--- config.mk ---
export PLATFORM = sky130hd
export DESIGN_NAME = source_tokenizer
export DESIGN_NICKNAME = d
export VERILOG_FILES = /design/src/rtl/core/stok_pkg.sv /design/src/rtl/core/stok_front.sv /design/src/rtl/core/stok_queue.sv /design/src/rtl/core/stok_back.sv /design/src/rtl/core/source_tokenizer.sv
export SDC_FILE = /design/constraint.sdc
export NUM_CORES = 1
export LEC_CHECK = 0
export CORE_ASPECT_RATIO = 1.5
export CORE_MARGIN = 2
export CORE_UTILIZATION = 55
export DETAILED_ROUTE_END_ITERATION = 8
export DONT_BUFFER_PORTS = 1
export PLACE_DENSITY = 0.7
export SYNTH_ARGS = -nofsm -noshare
export SYNTH_HDL_FRONTEND = slang
export SYNTH_SLANG_ARGS = --single-unit
--- constraint.sdc ---
create_clock -name clk -period 6.2 [get_ports clk]
set_input_delay 0.62 -clock clk [delete_from_list [all_inputs] [get_ports clk]]
set_output_delay 0.62 -clock clk [all_outputs]
set_load 0.03 [all_outputs]
--- src/rtl/core/stok_pkg.sv ---
package stok_pkg;

  typedef enum logic [3:0] {
    M_IDLE      = 4'd0,
    M_COMMENT   = 4'd1,
    M_NAME      = 4'd2,
    M_NUM       = 4'd3,
    M_EXP_SIGN  = 4'd4,
    M_EXP_DIG   = 4'd5,
    M_STR_EMPTY = 4'd6,
    M_STR       = 4'd7,
    M_ESC_EMPTY = 4'd8,
    M_ESC       = 4'd9,
    M_SYM1      = 4'd10,
    M_SYM2      = 4'd11
  } scan_mode_t;

  localparam logic [2:0] KIND_NAME   = 3'd0;
  localparam logic [2:0] KIND_NUMBER = 3'd1;
  localparam logic [2:0] KIND_STRING = 3'd2;
  localparam logic [2:0] KIND_SYMBOL = 3'd3;
  localparam logic [2:0] KIND_END    = 3'd4;

  localparam logic [19:0] LINE_MAX = 20'hFFFFF;
  localparam logic [15:0] COL_MAX  = 16'hFFFF;

  typedef struct packed {
    logic [7:0] byte_in;
    logic       has_byte;
    logic       end_of_source;
  } in_item_t;

  typedef struct packed {
    logic [7:0]  char_out;
    logic        has_char;
    logic [2:0]  token_kind;
    logic        first_of_token;
    logic [19:0] begin_line;
    logic [15:0] begin_column;
    logic        last_result;
  } out_item_t;

  // One queued decision: a byte with its two lookahead bytes, or a flush marker.
  typedef struct packed {
    logic [7:0] c;
    logic [7:0] p1;
    logic [7:0] p2;
    logic       is_end;
    logic       last;
  } step_t;

  function automatic logic is_digit(logic [7:0] c);
    return c >= "0" && c <= "9";
  endfunction

  function automatic logic is_alpha(logic [7:0] c);
    return (c >= "a" && c <= "z") || (c >= "A" && c <= "Z");
  endfunction

  function automatic logic is_space(logic [7:0] c);
    return c == " " || (c >= 8'd9 && c <= 8'd13);
  endfunction

  function automatic logic pair_match(logic [7:0] c, logic [7:0] n);
    logic r;
    r = 1'b0;
    if (n == "=" && (c == "+" || c == "-" || c == "*" || c == "/" || c == "%" ||
                     c == "|" || c == "^" || c == "&" || c == "=" || c == "!" ||
                     c == "<" || c == ">")) r = 1'b1;
    if (c == "-" && n == ">") r = 1'b1;
    if (c == n && (c == "." || c == "&" || c == "|" || c == "<" || c == ">")) r = 1'b1;
    return r;
  endfunction

endpackage

--- src/rtl/core/stok_front.sv ---
module stok_front
  import stok_pkg::*;
(
  input  logic     clk,
  input  logic     rst,
  input  logic     in_valid,
  output logic     in_ready,
  input  in_item_t in_item,
  output logic     push,
  output step_t    push_step [4],
  output logic [2:0] push_count,
  input  logic     space_ok
);

  logic [7:0] la0, la1;
  logic [1:0] la_n;
  logic [7:0] q0, q1, q2;
  logic [1:0] n;
  logic       acc;

  assign in_ready = space_ok;
  assign acc = in_valid && in_ready;

  always_comb begin
    q0 = la0; q1 = la1; q2 = 8'd0;
    n = la_n;
    if (in_item.has_byte) begin
      unique case (la_n)
        2'd0: q0 = in_item.byte_in;
        2'd1: q1 = in_item.byte_in;
        default: q2 = in_item.byte_in;
      endcase
    end
    for (int i = 0; i < 4; i++) push_step[i] = '0;
    push_count = 3'd0;
    if (in_item.has_byte && la_n == 2'd2) begin
      push_step[0] = '{c: q0, p1: q1, p2: q2, is_end: 1'b0, last: 1'b0};
      push_count = 3'd1;
    end
    n = la_n + {1'b0, in_item.has_byte && la_n != 2'd2};
    if (in_item.end_of_source) begin
      // Flush the window bytes still pending, then the end marker.
      logic [7:0] w0, w1;
      w0 = (la_n == 2'd2 && in_item.has_byte) ? q1 : q0;
      w1 = (la_n == 2'd2 && in_item.has_byte) ? q2 : q1;
      if (n == 2'd2) begin
        push_step[push_count[1:0]] = '{c: w0, p1: w1, p2: 8'd0, is_end: 1'b0, last: 1'b0};
        push_step[push_count[1:0] + 2'd1] =
          '{c: w1, p1: 8'd0, p2: 8'd0, is_end: 1'b0, last: 1'b0};
        push_count = push_count + 3'd2;
      end else if (n == 2'd1) begin
        push_step[push_count[1:0]] = '{c: w0, p1: 8'd0, p2: 8'd0, is_end: 1'b0, last: 1'b0};
        push_count = push_count + 3'd1;
      end
      push_step[push_count[1:0]] = '{c: 8'd0, p1: 8'd0, p2: 8'd0, is_end: 1'b1, last: 1'b1};
      push_count = push_count + 3'd1;
    end else if (push_count != 3'd0) begin
      push_step[0].last = 1'b1;
    end
  end

  assign push = acc && push_count != 3'd0;

  always_ff @(posedge clk) begin
    if (rst) begin
      la0 <= '0; la1 <= '0; la_n <= '0;
    end else if (acc) begin
      if (in_item.end_of_source) begin
        la0 <= '0; la1 <= '0; la_n <= '0;
      end else if (in_item.has_byte) begin
        if (la_n == 2'd2) begin
          la0 <= q1; la1 <= q2;
        end else begin
          la0 <= q0; la1 <= q1;
        end
        la_n <= n;
      end
    end
  end

endmodule

--- src/rtl/core/stok_queue.sv ---
module stok_queue
  import stok_pkg::*;
#(
  parameter int Depth = 8
) (
  input  logic       clk,
  input  logic       rst,
  input  logic       push,
  input  step_t      push_step [4],
  input  logic [2:0] push_count,
  output logic       space_ok,
  output logic       pop_valid,
  input  logic       pop,
  output step_t      pop_step
);

  localparam int AW = $clog2(Depth);

  step_t         mem [Depth];
  logic [AW-1:0] wr, rd;
  logic [AW:0]   cnt;

  // Four free slots always fit the largest burst of one item.
  assign space_ok  = cnt <= (AW+1)'(Depth - 4);
  assign pop_valid = cnt != '0;
  assign pop_step  = mem[rd];

  always_ff @(posedge clk) begin
    if (push) begin
      for (int i = 0; i < 4; i++) begin
        if (3'(i) < push_count) mem[wr + AW'(i)] <= push_step[i];
      end
    end
  end

  always_ff @(posedge clk) begin
    if (rst) begin
      wr <= '0; rd <= '0; cnt <= '0;
    end else begin
      if (push) wr <= wr + AW'(push_count);
      if (pop && pop_valid) rd <= rd + AW'(1);
      cnt <= cnt + (push ? (AW+1)'(push_count) : '0) - (AW+1)'(pop && pop_valid);
    end
  end

endmodule

--- src/rtl/core/stok_back.sv ---
module stok_back
  import stok_pkg::*;
(
  input  logic      clk,
  input  logic      rst,
  input  logic      step_valid,
  output logic      step_pop,
  input  step_t     step,
  output logic      out_valid,
  input  logic      out_ready,
  output out_item_t out_item
);

  scan_mode_t  mode, mode_next;
  logic        dot, dot_next;
  logic [19:0] line, line_next, tline, tline_next;
  logic [15:0] col, col_next, tcol, tcol_next;
  logic        pending, pend_next;

  // Per step, up to two results: an empty string, then an end token.
  logic        e0, e1;
  out_item_t   r0, r1;
  logic        consumed;
  logic        advance_c;
  logic        hold_empty;

  out_item_t   obuf;
  logic        ovalid;
  logic        can_load;

  assign can_load = !ovalid || out_ready;
  // A second pending result blocks the queue until it is loaded into the output register.
  assign consumed = step_valid && can_load && !pending;
  assign step_pop = consumed;

  function automatic out_item_t mk(logic [7:0] ch, logic h, logic [2:0] k, logic f,
                                   logic [19:0] l, logic [15:0] c);
    out_item_t o;
    o = '{char_out: ch, has_char: h, token_kind: k, first_of_token: f,
          begin_line: l, begin_column: c, last_result: 1'b0};
    return o;
  endfunction

  always_comb begin
    logic [7:0] c, p1, p2;
    logic       redo;
    c = step.c; p1 = step.p1; p2 = step.p2;
    redo = 1'b0;
    mode_next = mode; dot_next = dot;
    tline_next = tline; tcol_next = tcol;
    e0 = 1'b0; e1 = 1'b0; r0 = '0; r1 = '0;
    advance_c = 1'b0; hold_empty = 1'b0;
    if (step.is_end) begin
      if (mode == M_STR_EMPTY || mode == M_ESC_EMPTY) begin
        e0 = 1'b1; r0 = mk(8'd0, 1'b0, KIND_STRING, 1'b1, tline, tcol);
        e1 = 1'b1; r1 = mk(8'd0, 1'b0, KIND_END, 1'b1, line, col);
      end else begin
        e0 = 1'b1; r0 = mk(8'd0, 1'b0, KIND_END, 1'b1, line, col);
      end
    end else begin
      // Modes that fall back to between tokens resolve in one pass.
      advance_c = 1'b1;
      unique case (mode)
        M_COMMENT: if (c == "\n") mode_next = M_IDLE;
        M_NAME: begin
          if (is_alpha(c) || is_digit(c) || c == "_" || (c == "." && p1 != "."))
            begin e0 = 1'b1; r0 = mk(c, 1'b1, KIND_NAME, 1'b0, tline, tcol); end
          else redo = 1'b1;
        end
        M_NUM: begin
          if (is_digit(c)) begin
            e0 = 1'b1; r0 = mk(c, 1'b1, KIND_NUMBER, 1'b0, tline, tcol);
          end else if (c == "." && p1 != "." && !dot) begin
            dot_next = 1'b1; e0 = 1'b1; r0 = mk(c, 1'b1, KIND_NUMBER, 1'b0, tline, tcol);
          end else if ((c == "e" || c == "E") &&
                       (is_digit(p1) || ((p1 == "+" || p1 == "-") && is_digit(p2)))) begin
            e0 = 1'b1; r0 = mk(c, 1'b1, KIND_NUMBER, 1'b0, tline, tcol);
            mode_next = M_EXP_SIGN;
          end else redo = 1'b1;
        end
        M_EXP_SIGN: begin
          if (c == "+" || c == "-") begin
            e0 = 1'b1; r0 = mk(c, 1'b1, KIND_NUMBER, 1'b0, tline, tcol);
            mode_next = M_EXP_DIG;
          end else if (is_digit(c)) begin
            e0 = 1'b1; r0 = mk(c, 1'b1, KIND_NUMBER, 1'b0, tline, tcol);
            mode_next = M_EXP_DIG;
          end else redo = 1'b1;
        end
        M_EXP_DIG: begin
          if (is_digit(c)) begin
            e0 = 1'b1; r0 = mk(c, 1'b1, KIND_NUMBER, 1'b0, tline, tcol);
          end else redo = 1'b1;
        end
        M_STR_EMPTY, M_STR: begin
          if (c == "\"") begin
            if (mode == M_STR_EMPTY) begin
              e0 = 1'b1; r0 = mk(8'd0, 1'b0, KIND_STRING, 1'b1, tline, tcol);
            end
            mode_next = M_IDLE;
          end else if (c == "\\") begin
            mode_next = (mode == M_STR_EMPTY) ? M_ESC_EMPTY : M_ESC;
          end else begin
            e0 = 1'b1;
            r0 = mk(c, 1'b1, KIND_STRING, mode == M_STR_EMPTY, tline, tcol);
            mode_next = M_STR;
          end
        end
        M_ESC_EMPTY, M_ESC: begin
          e0 = 1'b1;
          r0 = mk((c == "n") ? 8'h0A : c, 1'b1, KIND_STRING, mode == M_ESC_EMPTY,
                  tline, tcol);
          mode_next = M_STR;
        end
        M_SYM1: begin
          e0 = 1'b1; r0 = mk(c, 1'b1, KIND_SYMBOL, 1'b0, tline, tcol); mode_next = M_IDLE;
        end
        M_SYM2: begin
          e0 = 1'b1; r0 = mk(c, 1'b1, KIND_SYMBOL, 1'b0, tline, tcol); mode_next = M_SYM1;
        end
        default: redo = 1'b1;
      endcase
      if (redo) begin
        mode_next = M_IDLE;
        if (is_space(c)) begin
        end else if (c == "/" && p1 == "/") begin
          mode_next = M_COMMENT;
        end else begin
          tline_next = line; tcol_next = col;
          if (is_alpha(c) || c == "_") begin
            e0 = 1'b1; r0 = mk(c, 1'b1, KIND_NAME, 1'b1, line, col); mode_next = M_NAME;
          end else if (is_digit(c)) begin
            e0 = 1'b1; r0 = mk(c, 1'b1, KIND_NUMBER, 1'b1, line, col);
            dot_next = 1'b0; mode_next = M_NUM;
          end else if (c == "\"") begin
            mode_next = M_STR_EMPTY;
          end else begin
            e0 = 1'b1; r0 = mk(c, 1'b1, KIND_SYMBOL, 1'b1, line, col);
            if (pair_match(c, p1))
              mode_next = ((c == "<" || c == ">") && p1 == c && p2 == "=") ? M_SYM2 : M_SYM1;
          end
        end
      end
    end
    line_next = line; col_next = col;
    if (advance_c) begin
      if (c == "\n") begin
        if (line != LINE_MAX) line_next = line + 20'd1;
        col_next = 16'd1;
      end else if (col != COL_MAX) col_next = col + 16'd1;
    end
    r0.last_result = step.last && !e1;
    r1.last_result = step.last;
    // The front marks only the step that ends an item, so its results carry it.
    hold_empty = e1;
    pend_next = hold_empty;
  end

  logic      pend;
  out_item_t pend_item;
  assign pending = pend;

  always_ff @(posedge clk) begin
    if (rst) begin
      mode <= M_IDLE; dot <= 1'b0; line <= 20'd1; col <= 16'd1;
      tline <= 20'd1; tcol <= 16'd1; ovalid <= 1'b0; pend <= 1'b0;
    end else begin
      if (pend && can_load) begin
        obuf <= pend_item; ovalid <= 1'b1; pend <= 1'b0;
      end else if (consumed) begin
        if (step.is_end) begin
          mode <= M_IDLE; dot <= 1'b0; line <= 20'd1; col <= 16'd1;
          tline <= 20'd1; tcol <= 16'd1;
        end else begin
          mode <= mode_next; dot <= dot_next; line <= line_next; col <= col_next;
          tline <= tline_next; tcol <= tcol_next;
        end
        if (e0) obuf <= r0;
        ovalid <= e0;
        pend <= pend_next;
        pend_item <= r1;
      end else if (can_load) begin
        ovalid <= 1'b0;
      end
    end
  end

  assign out_valid = ovalid;
  assign out_item  = obuf;

endmodule

--- src/rtl/core/source_tokenizer.sv ---
// source_tokenizer: streaming lexical scanner. Each accepted item carries at
// most one source byte; a byte is decided once the two bytes after it have
// arrived, and each kept character leaves as one result with its token kind,
// a first-of-token mark and the saturating line and column where its token
// began. An item with end_of_source flushes the window, emits an end token
// (preceded by a characterless string result for an empty string) and
// returns the scanner to its reset state. One item is taken per cycle while
// the step queue has room; the back end retires one queued step per cycle
// while its output register can be loaded, and a step that gives two results
// holds the queue until its second result is loaded. Results of an item may
// lag the item; the last one carries last_result. An item that causes no
// byte decision leaves no result at all.
module source_tokenizer
  import stok_pkg::*;
#(
  parameter int QueueDepth = 8
) (
  input  logic      clk,
  input  logic      rst,
  input  logic      in_valid,
  output logic      in_ready,
  input  in_item_t  in_item,
  output logic      out_valid,
  input  logic      out_ready,
  output out_item_t out_item
);

  logic       push, space_ok, pop_valid, pop;
  step_t      push_step [4];
  step_t      pop_step;
  logic [2:0] push_count;

  // Accept and split items into byte decisions.
  stok_front u_front (
    .clk, .rst, .in_valid, .in_ready, .in_item,
    .push, .push_step, .push_count, .space_ok
  );

  // Decouple the two sides.
  stok_queue #(.Depth(QueueDepth)) u_queue (
    .clk, .rst, .push, .push_step, .push_count, .space_ok,
    .pop_valid, .pop, .pop_step
  );

  // Scan state machine and output register.
  stok_back u_back (
    .clk, .rst, .step_valid(pop_valid), .step_pop(pop), .step(pop_step),
    .out_valid, .out_ready, .out_item
  );

endmodule

Word level (Yosys, flattened, before mapping)
Memories as Yosys holds them, arrays and structs flattened. A register that Yosys moved wholly into a read port is not among the register bits.
Index checks and enable logic that the tools add are counted.
{"block": "classes", "addsub": 14, "mul": 0, "div_mod_pow": 0, "magnitude_cmp": 23, "eq_ne": 55, "n_shift": 0, "n_mux": 158, "n_bitwise": 8, "reduce_logical": 88}
{"op": "2-to-1 mux 50 bit", "count": 18}
{"op": "one-hot mux 50 bit (7 select lines)", "count": 1}
{"op": "bitwise mux 104 bit", "count": 3}
{"op": "2-to-1 mux 104 bit", "count": 3}
{"op": "demux 26 bit (select 2 bit)", "count": 3}
{"op": "== test 8 x 6 -> 1 bit (second input constant)", "count": 19}
{"op": "2-to-1 mux 20 bit", "count": 7}
{"op": "2-to-1 mux 8 bit", "count": 15}
{"op": "2-to-1 mux 16 bit", "count": 7}
{"op": "2-to-1 mux 26 bit", "count": 4}
{"op": "AND 96 bit", "count": 1}
{"op": "NOT 96 bit", "count": 1}
{"op": "2-to-1 mux 41 bit", "count": 2}
{"op": "2-to-1 mux 78 bit", "count": 1}
{"op": "2-to-1 mux 1 bit", "count": 64}
{"op": "2-to-1 mux 4 bit", "count": 16}
{"op": "== test 8 x 7 -> 1 bit (second input constant)", "count": 7}
{"op": "2-to-1 mux 40 bit", "count": 1}
{"op": "logical AND 1 bit", "count": 28}
{"op": "one-hot mux 4 bit (7 select lines)", "count": 1}
{"op": "logical OR 1 bit", "count": 27}
{"op": "2-to-1 mux 25 bit", "count": 1}
{"op": ">= comparator 8 x 6 -> 1 bit (second input constant)", "count": 3}
{"op": "<= comparator 8 x 6 -> 1 bit (second input constant)", "count": 3}
{"op": "57 further kinds", "count": 110}
{"block": "totals", "reg_bits": 207, "latch_bits": 0, "ramBits": 208, "rom_bits": 0, "out_inout_bits": 52, "wordCells": 375, "memories": 1}
{"name": "u_queue.mem", "words": 8, "width": 26, "rd": 1, "rd_clocked_by_memory_dff": 1, "write_ports": 4, "line": "stok_queue.sv:19", "text": "step_t mem [Depth];"}

Depth between registers and ports, before layout
{"block": "depth", "depth_word": 31, "ltp_mapped": 20}

By module
From an unflattened synthesis, not the netlist that was laid out.
{"block": "hier_totals", "cells_unflattened": 2661, "area_unflattened_um2": 25090.3}
{"module": "stok_queue", "n_inst": 1, "cells_each": 1495, "area_per_inst_um2": 14378.8, "seq_area_each_um2": 6506.2}
{"module": "stok_back", "n_inst": 1, "cells_each": 851, "area_per_inst_um2": 8541.9, "seq_area_each_um2": 4224.1}
{"module": "stok_front", "n_inst": 1, "cells_each": 315, "area_per_inst_um2": 2169.6, "seq_area_each_um2": 360.3}

Least setup slack after synthesis
No wires, ideal clock.
{"block": "synth_timing", "kind": "reg2reg", "start": "register (tool-made name)", "end": "register u_back.obuf (netlist bit u_back.out_item[0]) (enable)", "setup_time_ps": 474, "arrival_ps": 5289, "slack_ps": 437, "stages_incl_launch_ff": 12, "n_path_buf": 2, "cell_sequence": "dfxtp_1 -> buf_6 -> buf_12 -> mux4_1 -> mux2i_4 -> nor4b_2 -> and4_4 -> o31a_1 -> a31oi_4 -> a211o_1 -> a41o_1 -> a21oi_1"}
{"element": "end signal, assigned", "line": "stok_back.sv:178", "text": "if (e0) obuf <= r0;"}
{"element": "end, declared", "line": "stok_back.sv:27", "text": "out_item_t obuf;"}

==> metrics <==
run status=complete, no violations; Post CTS Setup Buffer Count=0; proportion of layout cells with a drive suffix above 1=11.9%; Post-synth EDFFs=296; count of final setup violators=0; Die Wd=168 um; detailed placement HPWL=46100 um; RSZ-0062 raised after global routing=no; wire length per cell=23.7 um; wire length of the first global-routing pass=97300 um; final hold violation count=0; Adder-Cell Fraction of Synth Area=1.14%; share of cell area taken by muxes after synthesis=7.67%; worst-skew pair later-pin latency=560 ps; clock buffer depth=3; power share of the combinational group=32.2%; die outline area=42000 um2; vias in the first global route=16600; Util after Layout=59.7%; core region area=40000 um2; portion of the clock cycle consumed by the worst path in the final layout=80.4%; total power draw=9520 uW; area share of the largest cell type after synthesis=40.0%; most common cell in the netlist=sky130_fd_sc_hd__nor2_1; clock tree from TritonCTS=yes; Max transition margin=21.1%; TritonCTS Buffers=41; time the worst path needs with I/O delays and setup=4980 ps; vertical extent of the die=250 um; total congestion overflow after global routing=0; sequential cell area fraction in the yosys report=50.0%; weighted congestion reported at the end of routability-driven placement=0.965; type of the worst setup path=flop to flop; number of pins with negative max-slew slack in the final report=0; Area after DPL=22500 um2; number of warning messages in the yosys log=0; part of the total power dissipated in sequential elements=41.1%; aggregate negative setup slack=0 ps; Clk pwr share=26.8%; ranking of synthesized cells by instance count=sky130_fd_sc_hd__nor2_1 (435), sky130_fd_sc_hd__edfxtp_1 (296), sky130_fd_sc_hd__a21oi_1 (179), sky130_fd_sc_hd__nand2_1 (144), sky130_fd_sc_hd__dfxtp_1 (110); power spent charging and discharging nets=3690 uW; net count after synthesis=2211; Total Wirelength=63000 um; Post-Synth Simple-Gate Area=17.3%; area fraction in compound gates after synthesis=16.6%; area of the mapped netlist=22200 um2; area growth from synthesis to final layout=7.60%; cell type contributing the most total cell area after synthesis=sky130_fd_sc_hd__edfxtp_1; XOR/XNOR share of the synthesized area=2.41%; switch share=38.8%; startpoint type of the worst setup path=flop; Resize count post-CTS=0; Hold Path Cell Cnt=1; cell chosen for the clock root=sky130_fd_sc_hd__clkbuf_16; Initial DRC Count=1580; number of max-capacitance violations reported=0; Site Rows=90; data arrival time at the worst-slack endpoint=5170 ps; critical path data required time=6380 ps; destination of the worst register-to-register timing path=u_back.out_item[44]; slew of the pin with the lowest slew margin=1180 ps; Cell Int Power=5820 uW; largest family of logic cells by synthesized area=simple AND/OR/NAND/NOR gates; total global routing track utilization=30.1%; number of sinks driven by the clock tree=406; number of distinct library cell variants in the gate-level netlist after synthesis=98; drt drc=0; hold-critical path endpoint=u_back.col[7]; largest net degree at the start of global routing=51; setup slack, reg-to-reg=1220 ps; number of ports placed on the die boundary=66; flip-flop and latch count after synthesis=406; H-tree levels=2; vias post-DR=17000; starting utilization of the core area=55.5%; reported leakage power=0.00835 uW; Antenna Violating Nets Remaining=0; P per Cell Area=398 nW/um2; Peak supply drop=0.285 mV; Main synth FF type=sky130_fd_sc_hd__edfxtp_1; CP max FO=50; worst hold path type=primary input to flop; Hold Startpoint=rst; share of flip-flops with an asynchronous set or reset after synthesis=0%; mean instance size in the synthesized netlist=10.2 um2; number of input and output port buffers inserted=0; number of cells produced by synthesis=2178; type of element capturing the critical path=flop; Pre-antenna DRT Iters=7; cell types with the largest area share after synthesis=sky130_fd_sc_hd__edfxtp_1 (40%), sky130_fd_sc_hd__dfxtp_1 (9.9%), sky130_fd_sc_hd__nor2_1 (7.4%); worst clock skew=11.3 ps; Register-to-Register Path Depth=11; Max Freq=201 MHz; average vias per placed instance=6.39; clock slew at the register clock pins of the worst setup and hold paths=60 ps; total number of nets in the final design=2152; antenna violations before repair=1; Design Area, Final=23900 um2; Hold Buf Count CTS=0
[area by class of cell]
| type | count | area, um2 |
|---|---|---|
| flip-flops and latches | 406 | 11100 |
| well taps | 506 | 633 |
| inverters | 93 | 349 |
| multi-input cells | 1529 | 10100 |
| clock inverters | 22 | 253 |
| diodes | 1 | 2.50 |
| repair buffers | 48 | 360 |
| fillers | 3279 | 16100 |
| clock buffers | 51 | 1110 |
[how the worst max path moves through the flow]
stage	start	to	slack, ps	depth (start not counted)
after floorplan	flop	u_back.out_item[0]	440	11
final	flop	u_back.out_item[44]	1220	11
after detailed placement	flop	u_back.out_item[4]	1220	11
after global routing	u_front.la_n[0]	u_queue.mem[2][15]	870	17
after global placement	flop	u_back.out_item[5]	1370	11
after CTS	flop	u_back.out_item[10]	1190	11
[per-layer routing]
layer  global-route usage [%]  up-vias  routed length, um
li1                         -     7894                  -
met1                     34.8     8216              22900
met2                     53.3      685              32500
met3                     4.39      185               3900
met4                     16.7        0               3680
met5                        0        -                  0
[cells in the final DEF (no fill, tap or decap), types with 20 or more instances in the layout]
cell and instances:
sky130_fd_sc_hd__a211oi_1 98, sky130_fd_sc_hd__a21oi_1 177, sky130_fd_sc_hd__a22o_1 34, sky130_fd_sc_hd__and2_1 23
sky130_fd_sc_hd__and3_1 48, sky130_fd_sc_hd__buf_4 48, sky130_fd_sc_hd__clkbuf_16 42, sky130_fd_sc_hd__dfxtp_1 107
sky130_fd_sc_hd__edfxtp_1 296, sky130_fd_sc_hd__inv_1 89, sky130_fd_sc_hd__mux2i_1 52, sky130_fd_sc_hd__mux4_2 33
sky130_fd_sc_hd__nand2_1 144, sky130_fd_sc_hd__nand2b_1 21, sky130_fd_sc_hd__nand3_1 49, sky130_fd_sc_hd__nand4_1 20
sky130_fd_sc_hd__nor2_1 434, sky130_fd_sc_hd__nor3_1 23, sky130_fd_sc_hd__o21ai_0 31, sky130_fd_sc_hd__o221ai_2 30
sky130_fd_sc_hd__xnor2_1 43
[sequential cells by signal, indices dropped and copies added, names as in the netlist, named ones only]
signal            flops
u_back.out_valid      1
u_back.dot            1
u_queue.rd            3
u_back.out_item      50
u_front.la0           8
u_back.col           16
u_back.pend           1
u_back.tcol          16
u_back.line          20
u_back.pend_item     38
u_queue.cnt           4
u_front.la_n          2
u_queue.wr            3
u_back.tline         20
u_front.la1           8
u_queue.mem         208
u_back.mode           4
[critical path: stages, from the launching register on]
cell,delay [ps]
sky130_fd_sc_hd__dfxtp_2,950
sky130_fd_sc_hd__buf_4,500
sky130_fd_sc_hd__mux2i_1,200
sky130_fd_sc_hd__mux4_2,580
sky130_fd_sc_hd__nor4b_1,180
sky130_fd_sc_hd__and4b_1,230
sky130_fd_sc_hd__o2111ai_2,300
sky130_fd_sc_hd__a31oi_4,190
sky130_fd_sc_hd__a211o_1,420
sky130_fd_sc_hd__a41o_1,330
sky130_fd_sc_hd__a21oi_4,150
sky130_fd_sc_hd__buf_4,550
[stage by stage]
step | worst slack [ps] | instances | hold slack, ps
finish | 1220 | 2656 | 142
global route | 869 | 2655 | 125
CTS | 1190 | 2655 | 116
detailed placement | 1220 | 2582 | 467
global placement | 1370 | 2582 | 460
floorplan | 437 | 2178 | 449
[power groups by stage]
stage                     Clock (uW)  Sequential [uW]  Combinational (uW)
final                           2550             3910                3060
after global routing            2670             3950                3290
after floorplan                    0             3820                2370
after CTS                       2580             3920                3050
after detailed placement           0             3970                3040
after global placement             0             3960                3000
[cells by family after synthesis]
group	count (synthesis)
AO/OA/AOI/OAI	502
buffers and inverters	243
adder cells (fa/ha/maj)	19
multiplexers	112
flip-flops	406
AND/OR/NAND/NOR	835
XOR/XNOR	61
Note: power is estimated with default switching activity, not from simulation.
